`src/rtl/core/hds_pkg.sv`:
```
// Shared types for the heat diffusion stencil cell pipeline.
package hds_pkg;

	// Control that travels with every pipeline stage.
	typedef struct packed {
		logic valid;
		logic bypass;
	} hds_ctl_t;

	localparam int unsigned NumNbr = 4;

endpackage

```
`src/rtl/core/hds_mac.sv`:
```
// Saturation, weight products and accumulation: first two pipeline stages.
module hds_mac import hds_pkg::*; #(
	parameter int unsigned FRAC_BITS = 16,
	parameter int unsigned TW = FRAC_BITS + 1,
	parameter int unsigned AW = 2 * FRAC_BITS + 3,
	parameter int unsigned DW = FRAC_BITS + 3
) (
	input  logic          clk,
	input  logic          arst_n,
	input  logic [TW-1:0] outer_coeff,
	input  logic          in_valid,
	input  logic [TW-1:0] center_temp,
	input  logic [TW-1:0] nbr_temp [NumNbr],
	input  logic          nbr_insulator [NumNbr],
	input  logic          bypass,
	output hds_ctl_t      ctl,
	output logic [AW-1:0] acc,
	output logic [DW-1:0] contrib,
	output logic [TW-1:0] center
);

	localparam logic [TW-1:0] One = {1'b1, {FRAC_BITS{1'b0}}};
	localparam int unsigned PW = 2 * TW;

	logic [TW-1:0] outer_sat;
	logic [TW-1:0] inner;
	logic [TW-1:0] center_sat;
	logic [TW-1:0] nbr_sat [NumNbr];
	logic [DW-1:0] contrib_c;

	hds_ctl_t      ctl_s1;
	logic [PW-1:0] prod_center_s1;
	logic [PW-1:0] prod_nbr_s1 [NumNbr];
	logic [DW-1:0] contrib_s1;
	logic [TW-1:0] center_s1;

	hds_ctl_t      ctl_s2;
	logic [AW-1:0] acc_s2;
	logic [DW-1:0] contrib_s2;
	logic [TW-1:0] center_s2;

	always_comb begin
		outer_sat  = (outer_coeff > One) ? One : outer_coeff;
		inner      = One - (outer_sat >> 2);
		center_sat = (center_temp > One) ? One : center_temp;
		contrib_c  = DW'(inner);
		for (int k = 0; k < NumNbr; k++) begin
			nbr_sat[k] = (nbr_temp[k] > One) ? One : nbr_temp[k];
			if (!nbr_insulator[k]) begin
				contrib_c = contrib_c + DW'(outer_sat);
			end
		end
	end

	// Stage 1: one product per contributing cell
	always_ff @(posedge clk or negedge arst_n) begin
		if (!arst_n) begin
			ctl_s1 <= '0;
		end else begin
			ctl_s1.valid  <= in_valid;
			ctl_s1.bypass <= bypass;
		end
	end

	always_ff @(posedge clk) begin
		prod_center_s1 <= PW'(inner) * PW'(center_sat);
		for (int k = 0; k < NumNbr; k++) begin
			prod_nbr_s1[k] <= nbr_insulator[k] ? '0 : PW'(outer_sat) * PW'(nbr_sat[k]);
		end
		contrib_s1 <= contrib_c;
		center_s1  <= center_temp;
	end

	// Stage 2: weighted sum; its value never exceeds contrib times one
	always_ff @(posedge clk or negedge arst_n) begin
		if (!arst_n) begin
			ctl_s2 <= '0;
		end else begin
			ctl_s2 <= ctl_s1;
		end
	end

	always_ff @(posedge clk) begin
		acc_s2 <= (AW'(prod_center_s1) + AW'(prod_nbr_s1[0]))
			+ (AW'(prod_nbr_s1[1]) + AW'(prod_nbr_s1[2])) + AW'(prod_nbr_s1[3]);
		contrib_s2 <= contrib_s1;
		center_s2  <= center_s1;
	end

	assign ctl     = ctl_s2;
	assign acc     = acc_s2;
	assign contrib = contrib_s2;
	assign center  = center_s2;

endmodule

```
`config.mk`:
```
export PLATFORM = sky130hd
export DESIGN_NAME = hds_mac
export DESIGN_NICKNAME = d
export VERILOG_FILES = /design/src/rtl/core/hds_pkg.sv /design/src/rtl/core/hds_mac.sv
export SDC_FILE = /design/constraint.sdc
export NUM_CORES = 2
export LEC_CHECK = 0
export BUFFER_PORTS_ARGS = -buffer_cell sky130_fd_sc_hd__buf_2
export CORE_ASPECT_RATIO = 0.9
export CORE_MARGIN = 5
export CORE_UTILIZATION = 35
export CTS_BUF_LIST = sky130_fd_sc_hd__clkbuf_8
export DETAILED_ROUTE_END_ITERATION = 10
export PLACE_DENSITY = 0.54
export REMOVE_ABC_BUFFERS = 1
export SLEW_MARGIN = 20
export SYNTH_ARGS = -nofsm -noshare
export SYNTH_HDL_FRONTEND = slang
export SYNTH_SLANG_ARGS = --single-unit
```
`constraint.sdc`:
```
create_clock -name clk -period 10.3 [get_ports clk]
set_clock_uncertainty 0.1 [all_clocks]
set_input_delay 1.03 -clock clk [delete_from_list [all_inputs] [get_ports clk]]
set_output_delay 1.03 -clock clk [all_outputs]
set_load 0.02 [all_outputs]
```
# After elaboration in Yosys (flattened, before gate mapping)
# Memory sizes are Yosys's and may differ from the RTL's.
# Index checks and enable logic that the tools add are counted.
# word_totals
register_bits	145
latch_bits	0
ram_bits	136
mem_bits_ro	0
inputBits	110
output_inout_bits	73
elab_cells	45
n_memories	1
# memory_table
memory	depth	word_bits	rd	rd_ports_with_merged_regs	wr	line	source
prod_nbr_s1	4	34	4	0	4	hds_mac.sv:33	logic [PW-1:0] prod_nbr_s1 [NumNbr];
# op_classes
n_addsub	9
multipliers	5
div_mod_pow	0
magnitude_cmp	6
eq_ne	0
shift	0
mux	14
bitwise	0
reduce_logical	0
# op_table
op	n
multiplier 17 x 17 -> 34 bit	5
two-way mux 34 bit	4
> comparator 17 bit (second input constant)	6
two-way mux 17 bit	6
two-way mux 19 bit	4
adder 34 x 34 -> 35 bit	2
adder 19 x 17 -> 19 bit	3
adder 35 x 34 -> 35 bit	1
adder 35 bit	1
adder 17 x 17 -> 18 bit	1
subtractor 17 x 15 -> 17 bit (first input constant)	1

# Logic depth before layout (Yosys ltp)
# depth
depth_word	11
mapped_depth	46
mapped_depth_nobuf	42

# Worst setup path after synthesis
# OpenSTA, ideal clock, no wires.
# synth_path
kind	input port to flip-flop
start	in outer_coeff[16]
end	reg contrib_s1[18]
setup_time_ns	0.134
arrival_ns	9.118
t_required_ns	10.066
setup_slack_ns	0.948
stages	44
n_path_buf	4
cell_sequence	clkbuf_1 > nor2b_1 > clkbuf_1 > inv_1 > clkbuf_1 > ha_1 > nand4_1 > nor3_1 > nor2_1 > a41oi_1 > nand2_1 > clkbuf_1 > ha_1 > a21oi_1 > o21ai_0 > o311ai_0 > or3b_2 > a21oi_1 > (+8 left out) > inv_1 > ha_1 > a21oi_1 > nor2b_1 > or2_2 > a21o_1 > a31o_2 > xor2_1 > nor2_1 > a21oi_1 > ha_1 > nand2_1 > a21oi_1 > a41oi_1 > a211o_1 > a21oi_1 > mux2i_1 > xor2_1
# synth_between
elab_chain_len	11
# synth_rtl
element	line	source
start: declaration	hds_mac.sv:10	input logic [TW-1:0] outer_coeff,
> comparator 17 bit	hds_mac.sv:43	outer_sat = (outer_coeff > One) ? One : outer_coeff;
two-way mux 17 bit (*)	hds_mac.sv:43	
subtractor 17 x 15 -> 17 bit	hds_mac.sv:44	inner = One - (outer_sat >> 2);
adder 17 x 17 -> 18 bit	hds_mac.sv:50	contrib_c = contrib_c + DW'(outer_sat);
two-way mux 19 bit	hds_mac.sv:49	if (!nbr_insulator[k]) begin
adder 19 x 17 -> 19 bit	hds_mac.sv:50	
two-way mux 19 bit	hds_mac.sv:49	
adder 19 x 17 -> 19 bit	hds_mac.sv:50	
two-way mux 19 bit	hds_mac.sv:49	
adder 19 x 17 -> 19 bit	hds_mac.sv:50	
two-way mux 19 bit (*)	hds_mac.sv:49	
via contrib_c[18]	hds_mac.sv:29	logic [DW-1:0] contrib_c;
end signal: assignment	hds_mac.sv:70	contrib_s1 <= contrib_c;
end: declaration	hds_mac.sv:34	logic [DW-1:0] contrib_s1;
# Mark *: on every way through the listed nets, which the timed path passes. The rest lies on a longest branch.

# Worst setup path in the final report
# layout_path
start	in outer_coeff[13]
end	reg prod_center_s1[33]
# layout_between
elab_chain_len	4
# layout_rtl
element	line	source
> comparator 17 bit	hds_mac.sv:43	
two-way mux 17 bit (*)	hds_mac.sv:43	
subtractor 17 x 15 -> 17 bit (*)	hds_mac.sv:44	
multiplier 17 x 17 -> 34 bit (*)	hds_mac.sv:66	prod_center_s1 <= PW'(inner) * PW'(center_sat);
end signal: assignment	hds_mac.sv:66	
end: declaration	hds_mac.sv:32	logic [PW-1:0] prod_center_s1;
# Every way passes the cells marked *; elsewhere a longest branch is shown, timed or not.

==> metrics.cfg <==
[clock_tree]
path_clk_slew_ns = 0.06
post_cts_buffers = 0
cts_resized = 0
cts_tree = done
h-tree-depth = 2
cts_buffers = 50
cts_buffer_depth = 3
clkSinkCount = 281
insertion_delay_ns = 0.69
root_buffer = clkbuf_8
hold_buffers = 0

[placed_design]
gp_congestion = 0.990
pre_cts_ws_ns = 0.232
placed_cell_area_sq_um = 64300
io_buffers = 182
place_hpwl_mm = 166

[synth]
ys_ff_latch = 281
syn-instance-count = 6942
synth_top_family_by_area = adder cells
post-synth-top-count-cell = inv_1
syn-cell-area_sq_um = 60500
ys_seq_area_share_pct = 9.33
synthArstFlopShare_pct = 1.42
synth_top_area_share_pct = 40.5
synthTopCellsByArea = fa_1 41%, ha_1 13%, dfxtp_1 9.2%
synth_xor_area_share_pct = 3.04
synthSimpleGateAreaFrac_pct = 15.7
synth_area_leader_cell = fa_1
muxShareOfSynthArea_pct = 0.883
netlist_top_cells_count = 1,375 x inv_1, 1,225 x fa_1, 1,144 x nand2_1
netlist-cell-type-count = 77
ys.flop_type = dfxtp_1
post_synth.cell_area_avg_sq_um = 8.71
synth_compound_area_share_pct = 6.71
synth_edf_count = 0
yosys_warnings = 0
synth_fa_ha_area_share_pct = 53.9

[timing]
final.setup.worst_slack_ns = 0.694
fin_crit_ns = 9.61
finalHoldViolations = 0
max_freq_ghz = 0.104
setup_tns_ns = 0
finalSetupViolCount = 0
relSlewSlack_pct = 21.6
final.period_utilization_pct = 93.3
grt_setup_unrepaired = no
worstMarginPinSlew_ns = 1.17
maxSlewViolCount = 0

[die]
coreArea_sq_um = 172000
initial_utilization_pct = 35.3
die_y_um = 404
die_x_um = 448
die_area_sq_um = 181000
ios = 183
row_count = 144

[power_and_ir_drop]
vdd_drop_max_v = 0.000432
p_per_area_nw_per_um2 = 221
switching_share_pct = 55.3
p_switching_mw = 8.01
power.leakage_nw = 32.1
comb_power_share_pct = 78.5
p_clk_share_pct = 8.4
internal_power_mw = 6.47
total_power_mw = 14.5
power_frac_seq_pct = 13.1

[detailed_routing]
first_pass_iters = 5
finalWirelength_mm = 207
antenna_left = 0
wl_per_cell_um = 22.2
drc_errors = 0
first_iter_violations = 3485
vias = 47300
vias_per_cell = 5.07

[grt]
grt_use_total_pct = 23.0
grt_pass1_wl_mm = 314
grt_pass1_vias = 49500
globalRouteOverflowTotal = 0
grt_max_degree = 70
antenna_found_initial = 14

[layout]
fin_util_pct = 38.2
nFillCells = 17600
final_cell_area_sq_um = 65500
fin_nets = 8996
drive_above_1_share_pct = 7.08
syn2layout_area_growth_pct = 8.22

[critical_path]
worst_setup_path_end_kind = flip-flop
cp_max_fo = 18
cp.required_ns = 10.75
worstReg2RegEnd = acc[33]$_DFF_P_
path_class = in -> reg
cp_common_cell = fa_1
worst_path_max_delay_cell = fa_1
slowest_delay_ns = 0.62
crit_path_start = outer_coeff[13]
reg2reg_depth = 18
crit_arrival_ns = 10.05
reg2reg_slack_ns = 4.98
cp-endpoint = prod_center_s1[33]$_DFF_P_
rr_startpoint = prod_nbr_s1[1][1]$_SDFF_PP0_
worstSetupStartpointType = input pin

[status]
status = complete, no violations

[run]
maxCapViolations = 0

[hold_path]
hp-class = in -> async

[worst max-delay path, delay by kind of cell]
family                   cells  cell delay, ns
AND/OR/NAND/NOR              7            1.92
XOR/XNOR                     2            0.73
buffers and inverters        8            1.05
AO/OA/AOI/OAI                6            1.79
adder cells (fa/ha/maj)      7            3.52
[power by group through the flow]
stage                     clock network, mW  registers, mW  logic (mW)
after floorplan                           0           1.84        7.25
after global placement                    0           1.93        11.2
after detailed placement                  0           1.92        11.3
after CTS                              1.25           1.91        11.4
after global routing                   1.30           1.92        12.5
final                                  1.21           1.90        11.4
[cell usage in the layout (no fill, tap or decap), drive strengths merged, types with 8 or more instances in the layout]
master	Yosys	layout
nand4	15	15
inv	1380	1395
nor4	26	26
a21oi	206	206
mux2i	11	11
a211oi	27	27
nor2b	77	77
mux2	37	37
fa	1225	1225
or3	15	15
xnor2	133	133
o21a	30	30
nor3	77	77
nand3	35	35
buf	44	327
o21ai	108	108
ha	644	644
nand2b	36	36
nor2	580	580
xor2	77	77
nor3b	8	8
o21bai	31	31
clkinv	4	12
and3	67	67
a2111oi	8	8
and2	107	107
clkbuf	260	62
a31oi	23	23
or2	10	10
diode	0	9
dfxtp	277	277
a21boi	9	9
nand2	1145	1145
a21o	93	93
o31ai	8	8
o211ai	13	13
[cell families (layout without fill, tap and decap cells)]
logic type               count (synthesis)  count (layout)
buffers and inverters                 1688            1804
XOR/XNOR                               210             210
AND/OR/NAND/NOR                       2217            2217
other                                    0               9
adder cells (fa/ha/maj)               1869            1869
multiplexers                            48              48
AO/OA/AOI/OAI                          629             629
flip-flops                             281             281
[layout make-up]
class	instances	area, sq um	share of cell area (%)
Multi-Input combinational cell	4973	48500	74.1
Sequential cell	281	5650	8.63
Inverter	1384	5190	7.94
Tap cell	2263	2830	4.33
Timing Repair Buffer	327	2050	3.13
Clock buffer	62	853	1.30
Clock inverter	31	322	0.491
Antenna cell	9	22.5	0.0344
[sequential cells by signal (all words and copies together), names as in the netlist]
name / count
prod_nbr_s1: 136
center_s1: 17
contrib: 19
center: 17
ctl_s1: 2
prod_center_s1: 34
ctl: 2
acc: 35
contrib_s1: 19
[metal layers]
metal | share of wire, % | GRT usage (%) | vias to the layer above | routed length (um)
met5 | 0.0058 | 0 | - | 12
met3 | 7.6 | 3.87 | 294 | 15700
li1 | - | - | 21300 | -
met4 | 3.8 | 7.10 | 2 | 7820
met2 | 46 | 37.1 | 1689 | 94400
met1 | 43 | 31.5 | 24100 | 89200
[stage by stage]
| stage | std cells | hold slack, ns |
|---|---|---|
| 2_1_floorplan | 6638 | 0.210 |
| 3_3_place_gp | 9228 | 0.211 |
| 3_5_place_dp | 9228 | 0.212 |
| 4_1_cts | 9321 | 0.0245 |
| 5_1_grt | 9323 | 0.0387 |
| 6_report | 9330 | 0.0841 |
[worst min path at each step]
stage                               end             startpoint  cells past startpoint
detailed placement    center[1]$_DFF_P_   center_s1[1]$_DFF_P_                      0
CTS                    ctl[1]$_DFF_PN0_                 arst_n                      1
finish              ctl_s1[0]$_DFF_PN0_                 arst_n                      1
global placement     center[11]$_DFF_P_  center_s1[11]$_DFF_P_                      0
global route        ctl_s1[0]$_DFF_PN0_                 arst_n                      1
floorplan             center[0]$_DFF_P_   center_s1[0]$_DFF_P_                      0
(Power assumes the default switching activity.)
