===== config.mk =====
export PLATFORM = sky130hd
export DESIGN_NAME = hds_div_step
export DESIGN_NICKNAME = d
export VERILOG_FILES = /design/src/rtl/core/hds_pkg.sv /design/src/rtl/core/hds_div_step.sv
export SDC_FILE = /design/constraint.sdc
export NUM_CORES = 1
export LEC_CHECK = 0
export ABC_CLOCK_PERIOD_IN_PS = 800
export BUFFER_PORTS_ARGS = -buffer_cell sky130_fd_sc_hd__buf_2
export CAP_MARGIN = 5
export CORE_MARGIN = 8
export CORE_UTILIZATION = 35
export DETAILED_ROUTE_END_ITERATION = 8
export PLACE_DENSITY = 0.67
export SYNTH_ARGS = -nofsm -noshare
export SYNTH_HDL_FRONTEND = slang
export SYNTH_SLANG_ARGS = --single-unit

===== constraint.sdc =====
create_clock -name clk -period 0.8 [get_ports clk]
set_clock_uncertainty 0.05 [all_clocks]
set_input_delay 0.12 -clock clk [delete_from_list [all_inputs] [get_ports clk]]
set_output_delay 0.12 -clock clk [all_outputs]
set_load 0.01 [all_outputs]

===== src/rtl/core/hds_pkg.sv =====
// Shared types for the heat diffusion stencil cell pipeline.
package hds_pkg;

	// Control that travels with every pipeline stage.
	typedef struct packed {
		logic valid;
		logic bypass;
	} hds_ctl_t;

	localparam int unsigned NumNbr = 4;

endpackage


===== src/rtl/core/hds_div_step.sv =====
// One restoring division stage: resolves a single quotient bit.
module hds_div_step import hds_pkg::*; #(
	parameter int unsigned SHIFT = 0,
	parameter int unsigned AW = 35,
	parameter int unsigned DW = 19,
	parameter int unsigned QW = 17,
	parameter int unsigned TW = 17
) (
	input  logic          clk,
	input  logic          arst_n,
	input  hds_ctl_t      ctl_i,
	input  logic [AW-1:0] rem_i,
	input  logic [DW-1:0] div_i,
	input  logic [QW-1:0] quot_i,
	input  logic [TW-1:0] center_i,
	output hds_ctl_t      ctl_o,
	output logic [AW-1:0] rem_o,
	output logic [DW-1:0] div_o,
	output logic [QW-1:0] quot_o,
	output logic [TW-1:0] center_o
);

	logic [AW-1:0] div_shifted;
	logic [AW:0]   diff;
	logic          take;
	logic [QW-1:0] quot_next;

	always_comb begin
		div_shifted     = AW'(div_i) << SHIFT;
		diff            = {1'b0, rem_i} - {1'b0, div_shifted};
		take            = !diff[AW];
		quot_next       = quot_i;
		quot_next[SHIFT] = take;
	end

	always_ff @(posedge clk or negedge arst_n) begin
		if (!arst_n) begin
			ctl_o <= '0;
		end else begin
			ctl_o <= ctl_i;
		end
	end

	always_ff @(posedge clk) begin
		rem_o    <= take ? diff[AW-1:0] : rem_i;
		div_o    <= div_i;
		quot_o   <= quot_next;
		center_o <= center_i;
	end

endmodule


; ---- Word level (Yosys, flattened, before mapping)
; Index checks and enable logic that the tools add are counted.
; W data, S select, Z words.
[totals]
ff_bits = 90
rom_bits = 0
ramBits = 0
elab_cells = 9
n_memories = 0
latch_bits = 0
input_bits = 92
[classes]
eq_ne = 0
reduce_logical = 1
shifts = 0
magnitude_cmp = 0
add_sub_neg = 1
muxes = 1
n_mul = 0
bitwise_logic = 0
div_mod_pow = 0
[op_table]
columns = op, count
row1 = $sub A35 B19 Y36, 1
row2 = $mux W35, 1
row3 = $logic_not A1 Y1, 1

; ---- Logic depth before layout (Yosys ltp)
; Gate-level depths: netlist of run 1.
[depth]
ltp_word = 2
depth_mapped = 11

; ---- Least setup slack after synthesis of run 1
; Ideal clock, no wire load.
[synth_timing]
path_type = input port to flip-flop
startpoint = input port rem_i[0]
endpoint = register rem_o[22]
required_ns = 0.611
setup_slack_ns = -1.856
path_stages = 11
path_buffers = 0
arrival_ns = 2.467
setup_time_ns = 0.139
cell_sequence = inv_1 > ha_1 > inv_1 > fa_1 > a211oi_1 > nor4b_1 > nor3_1 > o221ai_1 > a21bo_2 > a2111oi_1 > xor2_1
[synth_via]
elab_chain_cells = 2
[synth_rtl]
columns = item, line
row1 = "start, declared", hds_div_step.sv:12  ; input logic [AW-1:0] rem_i,
row2 = $sub A35 B19 Y36, hds_div_step.sv:30  ; diff = {1'b0, rem_i} - {1'b0, div_shifted};
row3 = $mux W35, hds_div_step.sv:45  ; rem_o <= take ? diff[AW-1:0] : rem_i;
row4 = "end signal, assigned", hds_div_step.sv:45
row5 = "end, declared", hds_div_step.sv:17  ; output logic [AW-1:0] rem_o,
; Every way passes these cells.

; ---- Worst setup path after layout of run 1
; Ends and elaborated chain as after synthesis.

==> results of run 1 <==
==> power groups by stage <==
stage / Sequential [µW] / Clock (µW) / Combinational [µW]
after floorplan: 5330 / 0 / 1070
after global placement: 5090 / 0 / 2730
after detailed placement: 5100 / 0 / 2760
after CTS: 5020 / 3340 / 3360
after global routing: 5140 / 3520 / 4060
final: 5100 / 3270 / 3790
==> metal layers <==
| layer | vias up | global-route usage (%) | routed length (µm) |
|---|---|---|---|
| met1 | 1938 | 21.61 | 5780 |
| met4 | 0 | 5.631 | 308 |
| met3 | 24 | 3.335 | 897 |
| met2 | 147 | 36.42 | 7885 |
| met5 | - | 0 | 0 |
| li1 | 2002 | - | - |
==> worst paths after layout <==
| path | from | end | slack, ps | depth (start not counted) |
|---|---|---|---|---|
| hold / removal | rem_i[29] | rem_o[29]$_DFF_P_ | -10 | 3 |
| max in group asynchronous | arst_n | ctl_o[1]$_DFF_PN0_ | -60 | 3 |
| min in group asynchronous | arst_n | ctl_o[0]$_DFF_PN0_ | 620 | 3 |
| setup / recovery | rem_i[0] | rem_o[22]$_DFF_P_ | -1140 | 12 |
==> state kept, by name, indices dropped and copies added, names as in the netlist <==
name / cells
center_o: 17
quot_o: 17
rem_o: 35
ctl_o: 2
div_o: 19
==> logic make-up (layout without fill, tap and decap cells) <==
family / count (synthesis) / in the layout / synth area share, %
fa+ha+maj: 20 / 20 / 7.251
buf+inv: 31 / 406 / 3.379
flops: 90 / 90 / 50.97
compound gates: 77 / 77 / 13.90
mux: 4 / 4 / 1.232
simple gates: 106 / 106 / 15.63
xor+xnor: 31 / 31 / 7.638
==> synth_stat cells, types with 5 or more instances <==
cell type  number
xnor2_1        14
a21oi_1        21
nor2_1         12
nor3_1         14
inv_1          22
ha_1           19
nand2_1        36
clkbuf_1        5
dfxtp_1        88
nand3_1         7
o21ai_0        24
nand4_1         5
xor2_1         17
==> final cells by class <==
cell class                 count  area share (%)
clock inverter                 6          0.9651
tap                          133           2.213
inverter                      23           1.448
multi-input combinational    238           29.72
clock buffer                  10           1.830
sequential                    90           24.79
timing repair buffer         367           39.04
==> stage by stage <==
stage | total power, µW | hold WS, ps | setup TNS, ps | cell area, µm²
floorplan | 6403 | -225.6 | -41540 | 3834
global placement | 7816 | -145.7 | -50550 | 5583
detailed placement | 7855 | -143.0 | -50660 | 5583
CTS | 11720 | -29.24 | -51280 | 7053
global route | 12710 | -13.37 | -56160 | 7520
finish | 12170 | -13.15 | -50760 | 7520
==> what timing repair did <==
action | in CTS | in global routing
pin swaps | 54 | 40
cloned | 2 | 0
setup endpoints to repair | 126 | 126
endpoints found under the hold margin | 83 | 4
resized for setup | 101 | 112
buffers inserted | 11 | 11
==> impl_metrics.csv, run 1 <==
group,metric,value,unit
layout,n_antenna_cell,0,
global_route,track_usage,19.31,%
critical_path,cpPeakStageDelay,370,ps
synthesis,ys_types,54,
sta,setup_viol,128,
critical_path,path_cells,"buf_8 -> inv_12 -> ha_4 -> inv_2 -> fa_2 -> a211oi_4 -> nor4b_2 -> nor3_2 -> o221ai_2 -> a21bo_2 -> a2111oi_4 -> xor2_1",
power,intPower,8633,µW
die,start_util,36.20,%
critical_path,endpoint_kind,"flop",
die,row_count,36,
critical_path,cp-start-kind,"primary input",
min_path,worst_hold_path_type,"primary input to flop",
route,wire_per_inst,17.15,µm
layout,ff_latch_area,0.001864,mm²
synthesis,postSynthCellCount,359,
cts,cts.sinks,90,
synthesis,yosys.area.top_type,"dfxtp_1",
cts,clkTransAtPathRegs,90,ps
cts,max-clock-path-buffers,2,
layout,finalNonFillerCells,867,
critical_path,critPathTopFamily,"compound AO/OA/AOI/OAI gates",
layout,area_delta_synth_final,111.5,%
critical_path,required,1050,ps
sta,worst_slack,-1140,ps
sta,finalHoldViolations,4,
synthesis,synth_fp_nets,471,
layout,layout.nets,841,
die,chipHeight,116.8,µm
status,violations,"negative hold slack, negative setup slack",
synthesis,yosysTopAreaCellShare,49.56,%
global_route,grt_pass1_wl,20990,µm
sta,fmax,515.4,MHz
placement,placed_cells,760,
synthesis,async_flop_share,2.222,%
global_route,grt_pass1_vias,4388,
placement,preCtsSetupSlack,-1714,ps
layout,layout.cells.most_common_list,"124 x buf_2, 99 x buf_4, 73 x dlygate4sd3_1",
power,switchingPower,3533,µW
die,die_x,116.8,µm
synthesis,synth-edff-count,0,
sta,fin_crit_sh,242.5,%
die,dieArea,0.01364,mm²
critical_path,worstPathArrival,2190,ps
route,vias_per_cell,4.742,
synthesis,netlist_area,0.003555,mm²
sta,whs,-13.15,ps
layout,multi_input_area,0.002235,mm²
sta,worst_slew_pin_slew,461.5,ps
layout,fillers,657,
critical_path,critPathBufInv,3,
cts,cts_hold_buf,73,
power,p_leak,0.003460,µW
synthesis,synthFlopType,"dfxtp_1",
power,peakVddDrop,0.0009045,V
power,power_density,1618,mW/mm²
critical_path,cp_max_fo,3,
cts,cts_tree,"built",
global_route,grt-ovfl-total,0,
placement,dp_hpwl,9578,µm
route,drt_iter0_markers,199,
power,pwr-share-clk,26.9,%
synthesis,synth_seq_cells,90,
power,p_seq_share,42.0,%
route,num_vias,4111,
die,ios,182,
cts,htreeDepth,3,
route,drt-total-wl,14870,µm
cts,root_buffer,"clkbuf_8",
synthesis,synth_area_leaders,"dfxtp_1 50%, ha_1 6.7%, xor2_1 4.2%",
die,core_area,0.009819,mm²
synthesis,ys_warn_count,0,
route,postRouteAntennaNets,0,
power,swShare,29.04,%
sta,fin_crit,1940,ps
synthesis,yosysSeqAreaShare,50.97,%
sta,report.final.slew_viol_count,0,
route,first_pass_iters,4,
layout,final_common_cell,"buf_2",
power,pwr-share-comb,31.2,%
placement,io_buffers,180,
global_route,grt_max_degree,17,
layout,drive_above_1_share,62.53,%
critical_path,critPathSlowestCell,"fa_2",
critical_path,path_class,"primary input to flop",
sta,slew_headroom,68.95,%
layout,fin_util,76.58,%
placement,gp_congestion,0.8519,
route,drc,0,
job,cap_viol_max_count,0,
cts,numCtsBuffers,9,
sta,rsz0062_at_grt,"true",
synthesis,synth.avg_cell_area,9.902,µm²
global_route,antenna_found_initial,0,
status,status,"finished, violations left",
Note: power is estimated with default switching activity, not from simulation.
==> run 2, diff against run 1 <==
REMOVE_ABC_BUFFERS = 1   (was not set)
==> impl_metrics.csv, run 2 (synthesized netlist as in run 1, its figures left out) <==
group,metric,value,unit
critical_path,cpPeakStageDelay,410,ps
cts,cts_hold_buf,72,
layout,fillers,688,
sta,slew_headroom,57.78,%
layout,drive_above_1_share,58.92,%
cts,root_buffer,"clkbuf_8",
die,dieArea,0.01364,mm²
job,cap_viol_max_count,0,
cts,cts_tree,"built",
cts,htreeDepth,3,
status,violations,"negative hold slack, negative setup slack",
sta,setup_viol,126,
route,wire_per_inst,15.95,µm
route,postRouteAntennaNets,0,
global_route,antenna_found_initial,0,
power,p_leak,0.003409,µW
cts,cts.sinks,90,
route,first_pass_iters,4,
route,drt_iter0_markers,227,
global_route,grt_pass1_vias,4338,
sta,worst_slew_pin_slew,626.7,ps
route,num_vias,4028,
critical_path,worstPathArrival,2280,ps
global_route,grtUsageMet2,35.08,%
sta,fin_crit_sh,255.1,%
critical_path,endpoint_kind,"flop",
global_route,busiest_layer,"met2",
critical_path,critPathTopFamily,"compound AO/OA/AOI/OAI gates",
layout,largest_reg_flops,35,
layout,n_antenna_cell,0,
critical_path,critPathSlowestCell,"fa_2",
placement,dp_hpwl,9566,µm
critical_path,path_class,"primary input to flop",
sta,fmax,490.0,MHz
cts,max-clock-path-buffers,2,
critical_path,cp-start-kind,"primary input",
global_route,grt_pass1_wl,20700,µm
sta,report.final.slew_viol_count,0,
global_route,grt_max_degree,17,
critical_path,path_cells,"buf_6 -> inv_4 -> ha_4 -> inv_2 -> fa_2 -> a211oi_2 -> buf_4 -> nor4b_4 -> nor3_2 -> o221ai_2 -> a21bo_2 -> a2111oi_4 -> xor2_1",
cts,numCtsBuffers,9,
route,vias_per_cell,4.614,
global_route,grt-ovfl-total,0,
power,power_density,1621,mW/mm²
placement,io_buffers,180,
sta,fin_crit,2041,ps
min_path,worst_hold_path_type,"primary input to flop",
layout,layout.cells.most_common_list,"137 x buf_2, 100 x buf_4, 72 x dlygate4sd3_1",
die,start_util,36.20,%
sta,rsz0062_at_grt,"true",
route,drt-total-wl,13920,µm
layout,area_delta_synth_final,107.5,%
critical_path,required,1040,ps
die,row_count,36,
sta,whs,-42.68,ps
sta,finalHoldViolations,4,
critical_path,cp_max_fo,2,
cts,clkTransAtPathRegs,90,ps
sta,worst_slack,-1241,ps
die,ios,182,
critical_path,critPathBufInv,4,
global_route,use_met3,4.618,%
layout,final_common_cell,"buf_2",
layout,regMostFlops,"rem_o",
power,peakVddDrop,0.0008209,V
placement,preCtsSetupSlack,-2118,ps
layout,top_regs,"rem_o: 35 flops, div_o: 19 flops",
die,chipHeight,116.8,µm
route,drc,0,
global_route,track_usage,19.05,%
layout,layout.nets,847,
global_route,met1_usage,21.69,%
die,die_x,116.8,µm
die,core_area,0.009819,mm²
status,status,"finished, violations left",
placement,gp_congestion,0.8748,
-- run 2: where the power goes --
part	switching (µW)	internal, µW
combinational	1590	2070
sequential	142	4940
clock	1660	1560
total	3390	8560
-- run 2: path summary, 6_finish.rpt --
kind,cells after the start,endpoint,start
worst min-delay path,2,rem_o[17]$_DFF_P_,rem_i[17]
min in group asynchronous,3,ctl_o[0]$_DFF_PN0_,arst_n
max in group asynchronous,3,ctl_o[1]$_DFF_PN0_,arst_n
worst max-delay path,13,rem_o[22]$_DFF_P_,rem_i[0]
-- run 2: cell type report --
| cell class | instances | area [µm²] | area share, % |
|---|---|---|---|
| clock inverters | 6 | 71.32 | 0.9668 |
| clock buffers | 10 | 137.6 | 1.866 |
| flip-flops and latches | 90 | 1858 | 25.19 |
| inverters | 23 | 91.34 | 1.238 |
| multi-input cells | 238 | 2125 | 28.80 |
| well taps | 133 | 166.4 | 2.256 |
| repair buffers | 373 | 2928 | 39.69 |
-- run 2: per-stage QoR --
stage               cells  total power (µW)  area [µm²]  utilization [%]  TNS [ps]
floorplan             351              6213        3521                -    -54490
global placement      762              7612        5336            54.35    -57250
detailed placement    762              7643        5336            54.35    -58740
CTS                   864             11500        6830            69.56    -55100
global route          873             12600        7377            75.13    -59650
finish                873             11960        7377            75.13    -53440
-- run 2: routing by layer --
metal	share of wire, %	vias to the layer above
li1	-	2009
met1	40	1878
met2	51	134
met3	8.0	7
met4	0.72	0
met5	0	-
-- run 2: repair_timing --
action / in CTS / in global routing
gates cloned: 1 / 0
resized for setup: 89 / 120
setup endpoints to repair: 126 / 126
pin swaps: 33 / 24
setup buffers: 14 / 11
endpoints found under the hold margin: 82 / 5
==> run 3, diff against run 2 <==
BUFFER_PORTS_ARGS = -buffer_cell sky130_fd_sc_hd__buf_4   (was -buffer_cell sky130_fd_sc_hd__buf_2)
==> impl_metrics.csv, run 3 (synthesized netlist as in run 1, its figures left out) <==
group,metric,value,unit
layout,ff_latch_area,0.001917,mm²
min_path,hold-path-cell-count,2,
sta,rsz0062_at_grt,"true",
status,violations,"negative hold slack, negative setup slack",
power,intPower,8955,µW
placement,gp_congestion,0.8433,
placement,io_buffers,180,
route,drc,0,
critical_path,path_cells,"buf_4 -> ha_4 -> inv_2 -> fa_2 -> a211oi_4 -> buf_4 -> buf_4 -> nor3_1 -> a21oi_2 -> buf_4 -> o21ai_4 -> nand3_4 -> and2_1 -> a22o_1",
cts,root_buffer,"clkbuf_8",
layout,fillers,572,
layout,regMostFlops,"rem_o",
global_route,antenna_found_initial,0,
critical_path,endpoint_kind,"flop",
job,cap_viol_max_count,0,
die,core_area,0.009819,mm²
critical_path,critPathTopFamily,"simple AND/OR/NAND/NOR gates",
sta,report.final.slew_viol_count,0,
global_route,grt-ovfl-total,0,
cts,cts.sinks,90,
critical_path,critPathBufInv,5,
power,pwr-share-clk,27.2,%
layout,layout.cells.most_common_list,"193 x buf_4, 103 x buf_6, 84 x dfxtp_2",
sta,fin_crit,2036,ps
sta,finalHoldViolations,11,
global_route,grt_pass1_wl,22430,µm
global_route,grt_pass1_vias,4456,
cts,cts_tree,"built",
route,drt_iter0_markers,210,
critical_path,startpoint,"div_i[0]",
cts,max-clock-path-buffers,2,
critical_path,cp-start-kind,"primary input",
sta,worst_slew_pin_slew,512.5,ps
die,dieArea,0.01364,mm²
layout,top_regs,"rem_o: 35 flops, div_o: 19 flops",
critical_path,required,1020,ps
route,wire_per_inst,17.11,µm
cts,numCtsBuffers,9,
route,first_pass_iters,4,
sta,fin_crit_sh,254.5,%
layout,area_delta_synth_final,125.3,%
min_path,whs_endpoint,"rem_o[17]$_DFF_P_",
sta,slew_headroom,65.47,%
global_route,track_usage,21.02,%
power,p_seq_share,40.8,%
critical_path,worstPathArrival,2260,ps
route,drt-total-wl,14940,µm
critical_path,cpMostUsedCell,"buf_4",
critical_path,path_class,"primary input to flop",
power,power_density,1586,mW/mm²
cts,cts_hold_buf,73,
layout,n_antenna_cell,0,
die,chipHeight,116.8,µm
critical_path,critPathSlowestCell,"nor3_1",
power,pwr-share-comb,32.1,%
layout,multi_input_area,0.002188,mm²
die,row_count,36,
layout,layout.nets,847,
route,num_vias,4099,
critical_path,cpPeakStageDelay,260,ps
layout,fin_util,81.56,%
sta,fmax,491.1,MHz
critical_path,cp_max_fo,6,
sta,whs,-69.14,ps
sta,worst_slack,-1236,ps
layout,drive_above_1_share,65.95,%
power,switchingPower,3748,µW
die,die_x,116.8,µm
cts,htreeDepth,3,
die,start_util,36.20,%
power,swShare,29.50,%
status,status,"finished, violations left",
min_path,worst_hold_path_type,"primary input to flop",
cts,clkTransAtPathRegs,100,ps
power,total_power,12700,µW
layout,largest_reg_flops,35,
global_route,grt_max_degree,19,
min_path,worstHoldStart,"rem_i[17]",
power,p_leak,0.003641,µW
layout,final_common_cell,"buf_4",
sta,setup_viol,126,
die,ios,182,
power,peakVddDrop,0.001118,V
route,vias_per_cell,4.695,
placement,preCtsSetupSlack,-2120,ps
placement,dp_hpwl,9533,µm
route,postRouteAntennaNets,0,
[run 3: changes by cell type in the layout (fill, tap and decap cells not counted), moves of 6 or more]
cell	delta
buf_6	+45
nand2_4	+6
dfxtp_1	-47
buf_4	+93
dfxtp_2	+47
nand2_1	-9
buf_2	-137
[run 3: how the worst max path moves through the flow]
| stage | end | slack [ps] | cells past startpoint |
|---|---|---|---|
| finish | rem_o[26]$_DFF_P_ | -1240 | 14 |
| global route | rem_o[22]$_DFF_P_ | -1340 | 13 |
| detailed placement | rem_o[22]$_DFF_P_ | -2120 | 12 |
| floorplan | rem_o[17]$_DFF_P_ | -1860 | 9 |
| CTS | rem_o[22]$_DFF_P_ | -1170 | 13 |
| global placement | rem_o[22]$_DFF_P_ | -2090 | 12 |
[run 3: layout make-up]
| cell class | count | share of cell area, % |
|---|---|---|
| Timing Repair Buffer | 373 | 42.76 |
| Multi-Input combinational cell | 238 | 27.32 |
| Sequential cell | 90 | 23.93 |
| Tap cell | 133 | 2.078 |
| Clock buffer | 9 | 1.547 |
| Clock inverter | 7 | 1.187 |
| Inverter | 23 | 1.172 |
[run 3: timing repair]
item	CTS	global route
setup endpoints to repair	126	128
endpoints found under the hold margin	84	10
gates resized for setup	232	86
gates cloned	1	0
buffers inserted	16	8
pin swaps	32	26
[run 3: metrics by stage]
| stage | hold slack (ps) | area [µm²] | instances | TNS [ps] |
|---|---|---|---|---|
| after floorplan | -225.6 | 3521 | 351 | -54490 |
| after global placement | -147.6 | 5794 | 763 | -57740 |
| after detailed placement | -145.8 | 5794 | 763 | -58240 |
| after CTS | -72.91 | 7750 | 869 | -53200 |
| after global routing | -70.34 | 8009 | 873 | -60870 |
| final | -69.14 | 8009 | 873 | -54780 |
[run 3: layer usage]
metal / part of all wire (%) / up-vias / track usage [%]
met1: 39 / 1934 / 23.86
met5: 0 / - / 0
met4: 1.5 / 0 / 5.717
li1: - / 2008 / -
met2: 51 / 138 / 37.53
met3: 8.2 / 19 / 6.157
[run 3: power by group through the flow]
stage / registers, µW / logic [µW] / clock network [µW]
floorplan: 5330 / 882 / 0
global placement: 5110 / 2870 / 0
detailed placement: 5110 / 2890 / 0
CTS: 5140 / 3820 / 3460
global route: 5220 / 4370 / 3750
finish: 5180 / 4070 / 3450
